File: src/rtl/hgcd_pkg.sv
package hgcd_pkg;

  // CORDIC length, shared by the rotation and the vectoring units
  localparam int ITERS = 24;
  // integer square root of a 61-bit radicand: one result bit per stage
  localparam int ISQ_STEPS = 31;
  // divide-by-45 for the radian conversion: stages and quotient bits per stage
  localparam int DIV_STAGES = 4;
  localparam int DIV_BITS = 8;
  // sincos: reduce, scale, divide, CORDIC, fold
  localparam int SC_LATENCY = ITERS + DIV_STAGES + 3;
  // whole block, input register to result strobe
  localparam int LATENCY = 1 + SC_LATENCY + 3 + ISQ_STEPS + 1 + ISQ_STEPS + ITERS + 2;

  // floor(atan(2^-i) * 2^30)
  localparam logic [31:0] ATAN_Q30 [32] = '{
    32'd843314856, 32'd497837829, 32'd263043836, 32'd133525158, 32'd67021686,
    32'd33543515, 32'd16775850, 32'd8388437, 32'd4194282, 32'd2097149,
    32'd1048575, 32'd524287, 32'd262143, 32'd131071, 32'd65535, 32'd32767,
    32'd16383, 32'd8191, 32'd4095, 32'd2047, 32'd1023, 32'd511, 32'd255,
    32'd127, 32'd63, 32'd31, 32'd15, 32'd7, 32'd3, 32'd1, 32'd0, 32'd0
  };

  localparam logic signed [33:0] GAIN_Q30 = 34'sd652032874;
  localparam logic [31:0] TURN_Q23 = 32'd3019898880;
  localparam logic [31:0] QUARTER_Q23 = 32'd754974720;
  localparam logic [31:0] HALF_Q23 = 32'd1509949440;
  localparam logic [31:0] THREE_Q_Q23 = 32'd2264924160;
  localparam logic [31:0] PI_Q30 = 32'd3373259426;
  // half of 180 degrees in Q23, rounding term of the radian conversion
  localparam logic [61:0] RAD_ROUND = 62'd754974720;
  // 180 deg Q23 = 45 * 2^25: shift by 25, then divide by 45
  localparam int RAD_SHIFT = 25;
  localparam logic [6:0] DIV_K = 7'd45;
  localparam logic signed [32:0] ONE_Q30 = 33'sd1073741824;
  localparam logic [32:0] DIST_MAX = 33'd6746518852;
  localparam logic [31:0] DIAM_RESET = 32'd835059712;

  // register index decoded from paddr[2]
  localparam logic REG_SPHERE_DIAMETER = 1'b0;

  typedef logic signed [31:0] angle_t;
  typedef logic signed [31:0] unit_t;
  typedef logic signed [33:0] cxy_t;
  typedef logic signed [32:0] cz_t;

endpackage

File: src/rtl/hgcd_isqrt.sv
module hgcd_isqrt (
  input  logic        clk,
  input  logic        rst,
  input  logic        in_valid,
  input  logic [60:0] radicand,
  input  logic [30:0] tag_in,
  output logic        out_valid,
  output logic [30:0] root,
  output logic [30:0] tag_out
);

  // digit-by-digit floor square root, one result bit per stage
  logic        sv   [hgcd_pkg::ISQ_STEPS];
  logic [61:0] sn   [hgcd_pkg::ISQ_STEPS];
  logic [61:0] sres [hgcd_pkg::ISQ_STEPS];
  logic [30:0] stag [hgcd_pkg::ISQ_STEPS];

  for (genvar k = 0; k < hgcd_pkg::ISQ_STEPS; k++) begin : g_step
    localparam logic [61:0] BIT = 62'(1) << (2 * (hgcd_pkg::ISQ_STEPS - 1 - k));
    logic        vi;
    logic [61:0] ni;
    logic [61:0] ri;
    logic [30:0] ti;
    logic [61:0] trial;

    if (k == 0) begin : g_first
      assign vi = in_valid;
      assign ni = {1'b0, radicand};
      assign ri = '0;
      assign ti = tag_in;
    end else begin : g_next
      assign vi = sv[k-1];
      assign ni = sn[k-1];
      assign ri = sres[k-1];
      assign ti = stag[k-1];
    end

    assign trial = ri + BIT;

    always_ff @(posedge clk) begin
      sv[k] <= rst ? 1'b0 : vi;
      stag[k] <= ti;
      if (ni >= trial) begin
        sn[k] <= ni - trial;
        sres[k] <= (ri >> 1) + BIT;
      end else begin
        sn[k] <= ni;
        sres[k] <= ri >> 1;
      end
    end
  end

  assign out_valid = sv[hgcd_pkg::ISQ_STEPS-1];
  assign root = sres[hgcd_pkg::ISQ_STEPS-1][30:0];
  assign tag_out = stag[hgcd_pkg::ISQ_STEPS-1];

endmodule

File: config.mk
export PLATFORM = sky130hd
export DESIGN_NAME = hgcd_isqrt
export DESIGN_NICKNAME = d
export VERILOG_FILES = /design/src/rtl/hgcd_pkg.sv /design/src/rtl/hgcd_isqrt.sv
export SDC_FILE = /design/constraint.sdc
export NUM_CORES = 2
export LEC_CHECK = 0
export BUFFER_PORTS_ARGS = -buffer_cell sky130_fd_sc_hd__buf_2
export CAP_MARGIN = 40
export CORE_MARGIN = 2
export CORE_UTILIZATION = 53
export DETAILED_ROUTE_END_ITERATION = 10
export PLACE_DENSITY = 0.69
export SYNTH_ARGS = -nofsm -noshare
export SYNTH_HDL_FRONTEND = slang
export SYNTH_MEMORY_MAX_BITS = 65536
export SYNTH_SLANG_ARGS = --single-unit
File: constraint.sdc
create_clock -name clk -period 3.9 [get_ports clk]
set_input_delay 0.39 -clock clk [delete_from_list [all_inputs] [get_ports clk]]
set_output_delay 0.39 -clock clk [all_outputs]
set_load 0.01 [all_outputs]
=== Word-level counts from Yosys, hierarchy flattened ===
Memory sizes are Yosys's and may differ from the RTL's.
Index checks and enable logic that the tools add are counted.

* Logic and storage cells: 374
* Memory bits (writable): 4836
* Memory bits (read-only): 0
* Register bits after elaboration: 0
* Memories: 4
* Bits in latches: 0
* Bits of input ports: 95

* Order comparisons: 31
* Reduce and logical (&&, ||, !) cells: 0
* Bitwise operators: 62
* Equality and inequality tests: 0
* Add/subtract/negate cells: 91
* Mux-type cells: 186
* Div/mod/pow operators: 0
* Multipliers: 0
* Shifts and indexed selects: 0

{| class="wikitable"
|+ Memory list
! name !! words !! width !! rd ports !! clocked after memory_dff !! wr ports !! line !! text
|-
| sn || 31 || 62 || 30 || 0 || 31 || hgcd_isqrt.sv:14 || <nowiki>logic [61:0] sn [hgcd_pkg::ISQ_STEPS];</nowiki>
|-
| sres || 31 || 62 || 31 || 0 || 31 || hgcd_isqrt.sv:15 || <nowiki>logic [61:0] sres [hgcd_pkg::ISQ_STEPS];</nowiki>
|-
| stag || 31 || 31 || 31 || 0 || 31 || hgcd_isqrt.sv:16 || <nowiki>logic [30:0] stag [hgcd_pkg::ISQ_STEPS];</nowiki>
|-
| sv || 31 || 1 || 31 || 0 || 31 || hgcd_isqrt.sv:13 || <nowiki>logic sv [hgcd_pkg::ISQ_STEPS];</nowiki>
|}

{| class="wikitable"
|+ Operator list
! operator !! number
|-
| two-way mux 62 bit || 62
|-
| greater-or-equal comparator 62 bit || 30
|-
| subtractor 62 bit || 30
|-
| two-way mux 1 bit || 124
|-
| adder 61 x 1 -> 62 bit (second input constant) || 1
|-
| adder 61 x 11 -> 62 bit (second input constant) || 1
|-
| adder 61 x 13 -> 62 bit (second input constant) || 1
|-
| adder 61 x 15 -> 62 bit (second input constant) || 1
|-
| adder 61 x 17 -> 62 bit (second input constant) || 1
|-
| adder 61 x 19 -> 62 bit (second input constant) || 1
|-
| adder 61 x 21 -> 62 bit (second input constant) || 1
|-
| adder 61 x 23 -> 62 bit (second input constant) || 1
|-
| adder 61 x 25 -> 62 bit (second input constant) || 1
|-
| adder 61 x 27 -> 62 bit (second input constant) || 1
|-
| adder 61 x 29 -> 62 bit (second input constant) || 1
|-
| adder 61 x 3 -> 62 bit (second input constant) || 1
|-
| adder 61 x 31 -> 62 bit (second input constant) || 1
|-
| adder 61 x 33 -> 62 bit (second input constant) || 1
|-
| adder 61 x 35 -> 62 bit (second input constant) || 1
|-
| adder 61 x 37 -> 62 bit (second input constant) || 1
|-
| adder 61 x 39 -> 62 bit (second input constant) || 1
|-
| adder 61 x 41 -> 62 bit (second input constant) || 1
|-
| adder 61 x 43 -> 62 bit (second input constant) || 1
|-
| adder 61 x 45 -> 62 bit (second input constant) || 1
|-
| 43 further kinds || 104
|}

=== Logic depth before layout (Yosys ltp) ===
An unclocked memory read counts as a cell.

* Depth after elaboration: 6
* Gate-level depth with buffers: 14
* Depth with buffers taken out: 12

=== Worst setup path after synthesis ===
No wires, ideal clock.

* Kind: reg2reg
* Start: memory sres[24][24], in the netlist sres[1][520]
* End: memory sn[25][46], in the netlist sn[6][108]
* Library setup time: 0.118 ns
* Clock period less this slack: 3.141 ns
* Stages on the path, launching flop included: 13
* Required time: 3.782 ns
* Slack: 0.759 ns
* Path buffers: 2
* Arrival: 3.022 ns
* Path through: dfxtp_1 -> inv_1 -> ha_1 -> clkbuf_1 -> nand4_1 -> or2_2 -> or4_1 -> nor3_1 -> nor4_2 -> or4_1 -> buf_2 -> or3_1 -> xnor2_1

{| class="wikitable"
|+ RTL lines
! what !! line
|-
| start, declared || hgcd_isqrt.sv:15
|-
| end, declared || hgcd_isqrt.sv:14
|}

==> out/metrics.yaml <==
status: "complete, no violations"
die_w_um: 460
ys_seq_area_frac: 0.609
rsz0062_at_grt: "no"
synth-main-ff-cell: "dfxtp_1"
crit_family: "simple AND/OR/NAND/NOR gates"
cap_violations: 0
ys_warn_count: 0
yosysUniqueCellTypes: 99
ir_drop_mv: 0.509
die_y_um: 460
synth_top_area_share: 0.609
syn_inst: 10100
clock_latency_ns: 0.98
antenna_found_initial: 11
avgRoutedWirePerCell_um: 20.3
path_cells: "inv_1 -> ha_1 -> o21a_1 -> or4_1 -> nand3b_1 -> a21oi_1 -> o2111ai_1 -> a2111o_1 -> nor4bb_1 -> buf_4 -> nand3_1 -> xnor2_1"
yosys.area.top_type: "dfxtp_1"
fin_skew_ns: 0.0984
cp.required_ns: 4.62
relSlewSlack: 0.420
place_area_um2: 115000
drv_slew: 0
ios: 158
h-tree-depth: 5
fin_util: 0.617
post-route-period-util: 0.991
clk_path_buf_depth: 4
vias: 73800
critical_path_arrival_ns: 4.59
fin_nets: 11300
cts_buffers: 333
viasPerCell: 5.40
hold_path.class: "in -> reg"
io_buffers: 157
setup_viol: 0
post_cts_buffers: 0
clk_root_buffer_cell: "clkbuf_16"
leakage_nw: 57.3
clk_pin_slew_ns: 0.06
synth_area_um2: 110000
first_pass_iters: 8
core-area_um2: 207000
ys_async_sr_fraction: 0
grt_pass1_wl_um: 425000
cts_tree: "yes"
hold_viol: 0
avgSynthCellArea_um2: 10.9
cp_num_buf_inv: 2
hold-worst-slack_ns: 0.0721
grt_usage: 0.258
fillCellCount: 16400
cts.sinks: 3348
drc: 0
fin_crit_ns: 3.86
cpPeakStageDelay_ns: 0.68
tightest_slew_ns: 0.847
grt_max_degree: 55
fmax_mhz: 259
power_density_nw_per_um2: 752
fin_area_um2: 128000
finalPower_w: 0.0959
postRouteAntennaNets: 0
overflow: 0
area_growth_pct: 16.0
routed_wl_um: 277000
ys_ff_latch: 3348
final_cell_mix: "dfxtp_1 (3,348), inv_1 (655), nor2_1 (595)"
worst_setup_path_start_kind: "register"
synth_edf_count: 0
drtIter0Drc: 4917
critPathKind: "reg -> reg"
grt_pass1_vias: 73700
initial_core_util: 0.532
yosys-top-cells-area: "dfxtp_1 (61%), ha_1 (5.9%), xnor2_1 (4.0%), a21oi_1 (2.6%), xor2_1 (2.6%)"
cp_slowest_cell: "xnor2_1"
layout_commonest_cell: "dfxtp_1"
tns_ns: 0
drive_gt1_frac: 0.0989
end_kind: "register"
num_rows: 167
die_area_um2: 211000
post-dp-hpwl_um: 211000
finalWeightedCongestion: 0.949
crit_path_max_fanout: 4
-- layer usage --
layer / part of all wire / GRT usage / vias to the layer above / routed length, µm
met3: 0.049 / 0.0427 / 597 / 13700
met4: 0.045 / 0.117 / 6 / 12600
met2: 0.48 / 0.443 / 2031 / 134000
li1: - / - / 36100 / -
met1: 0.42 / 0.317 / 35100 / 117000
met5: 0.00017 / 0 / - / 46
-- Yosys cell counts, types with 33 or more instances --
library cell / instances
or3_1: 100
nand2_1: 547
nor2_1: 595
nand4_1: 172
or4_1: 54
inv_1: 655
nand3b_1: 36
a31oi_1: 43
a21o_1: 215
o21bai_1: 54
nand2b_1: 102
ha_1: 523
or2_2: 37
nor2b_1: 108
a21oi_1: 574
and2_1: 33
nor3_1: 230
clkbuf_1: 156
o21ai_0: 391
o211ai_1: 34
nor4_1: 303
o21a_1: 98
dfxtp_1: 3348
and3_1: 47
nor4b_1: 49
o31ai_1: 48
a211oi_1: 45
nand3_1: 170
xor2_1: 321
mux2_2: 74
xnor2_1: 500
-- state kept, by name (all words and copies together) (netlist names) --
register	cells
sres	496
stag	961
sn	1860
sv	31
-- final timing paths --
check               start  depth (start not counted)            to  slack, ns
min reg2reg  sres[1][689]                          0  sres[1][750]       0.28
min            tag_in[11]                          2   stag[0][11]       0.07
max          sres[1][208]                         12     sn[5][51]       0.04
max reg2reg  sres[1][208]                         12     sn[5][51]       0.04
-- cell type report --
type / count / area [µm²] / share of cell area
clock inverter: 138 / 1670 / 0.0131
tap: 2704 / 3380 / 0.0265
multi-input combinational: 5872 / 39900 / 0.312
sequential: 3348 / 67000 / 0.525
timing repair buffer: 495 / 3730 / 0.0292
inverter: 658 / 2470 / 0.0194
antenna: 8 / 20.0 / 0.000157
clock buffer: 440 / 9420 / 0.0739
-- report_power, final --
part	switching [W]	internal, W	total [W]
Sequential	0.00526	0.0400	0.0453
Combinational	0.0103	0.00829	0.0185
Clock	0.0129	0.0192	0.0321
-- cells by family after synthesis --
group | synth area share
other | 0.0000341
flip-flops | 0.609
adder cells (fa/ha/maj) | 0.0595
buffers and inverters | 0.0295
AO/OA/AOI/OAI | 0.0988
XOR/XNOR | 0.0654
AND/OR/NAND/NOR | 0.128
multiplexers | 0.00918
-- worst register-to-register path, stage by stage, from the launching register on --
cell	delay, ns
dfxtp_1	0.32
inv_1	0.05
ha_1	0.33
o21a_1	0.15
or4_1	0.43
nand3b_1	0.20
a21oi_1	0.17
o2111ai_1	0.33
a2111o_1	0.29
nor4bb_1	0.43
buf_4	0.21
nand3_1	0.09
xnor2_1	0.68
-- per-stage QoR --
step / cells / setup slack [ns]
after global routing: 13700 / 0.0127
after detailed placement: 13000 / -0.0596
after CTS: 13700 / 0.0611
after floorplan: 10100 / 0.759
final: 13700 / 0.0364
after global placement: 12900 / -0.0201
-- what timing repair did --
item | CTS | global route
setup endpoints to repair | 8 | 19
resized for setup | 1 | 6
endpoints found under the hold margin | 123 | 0
cloned | 0 | 0
hold buffers | 124 | 0
Note: power is estimated with default switching activity, not from simulation.
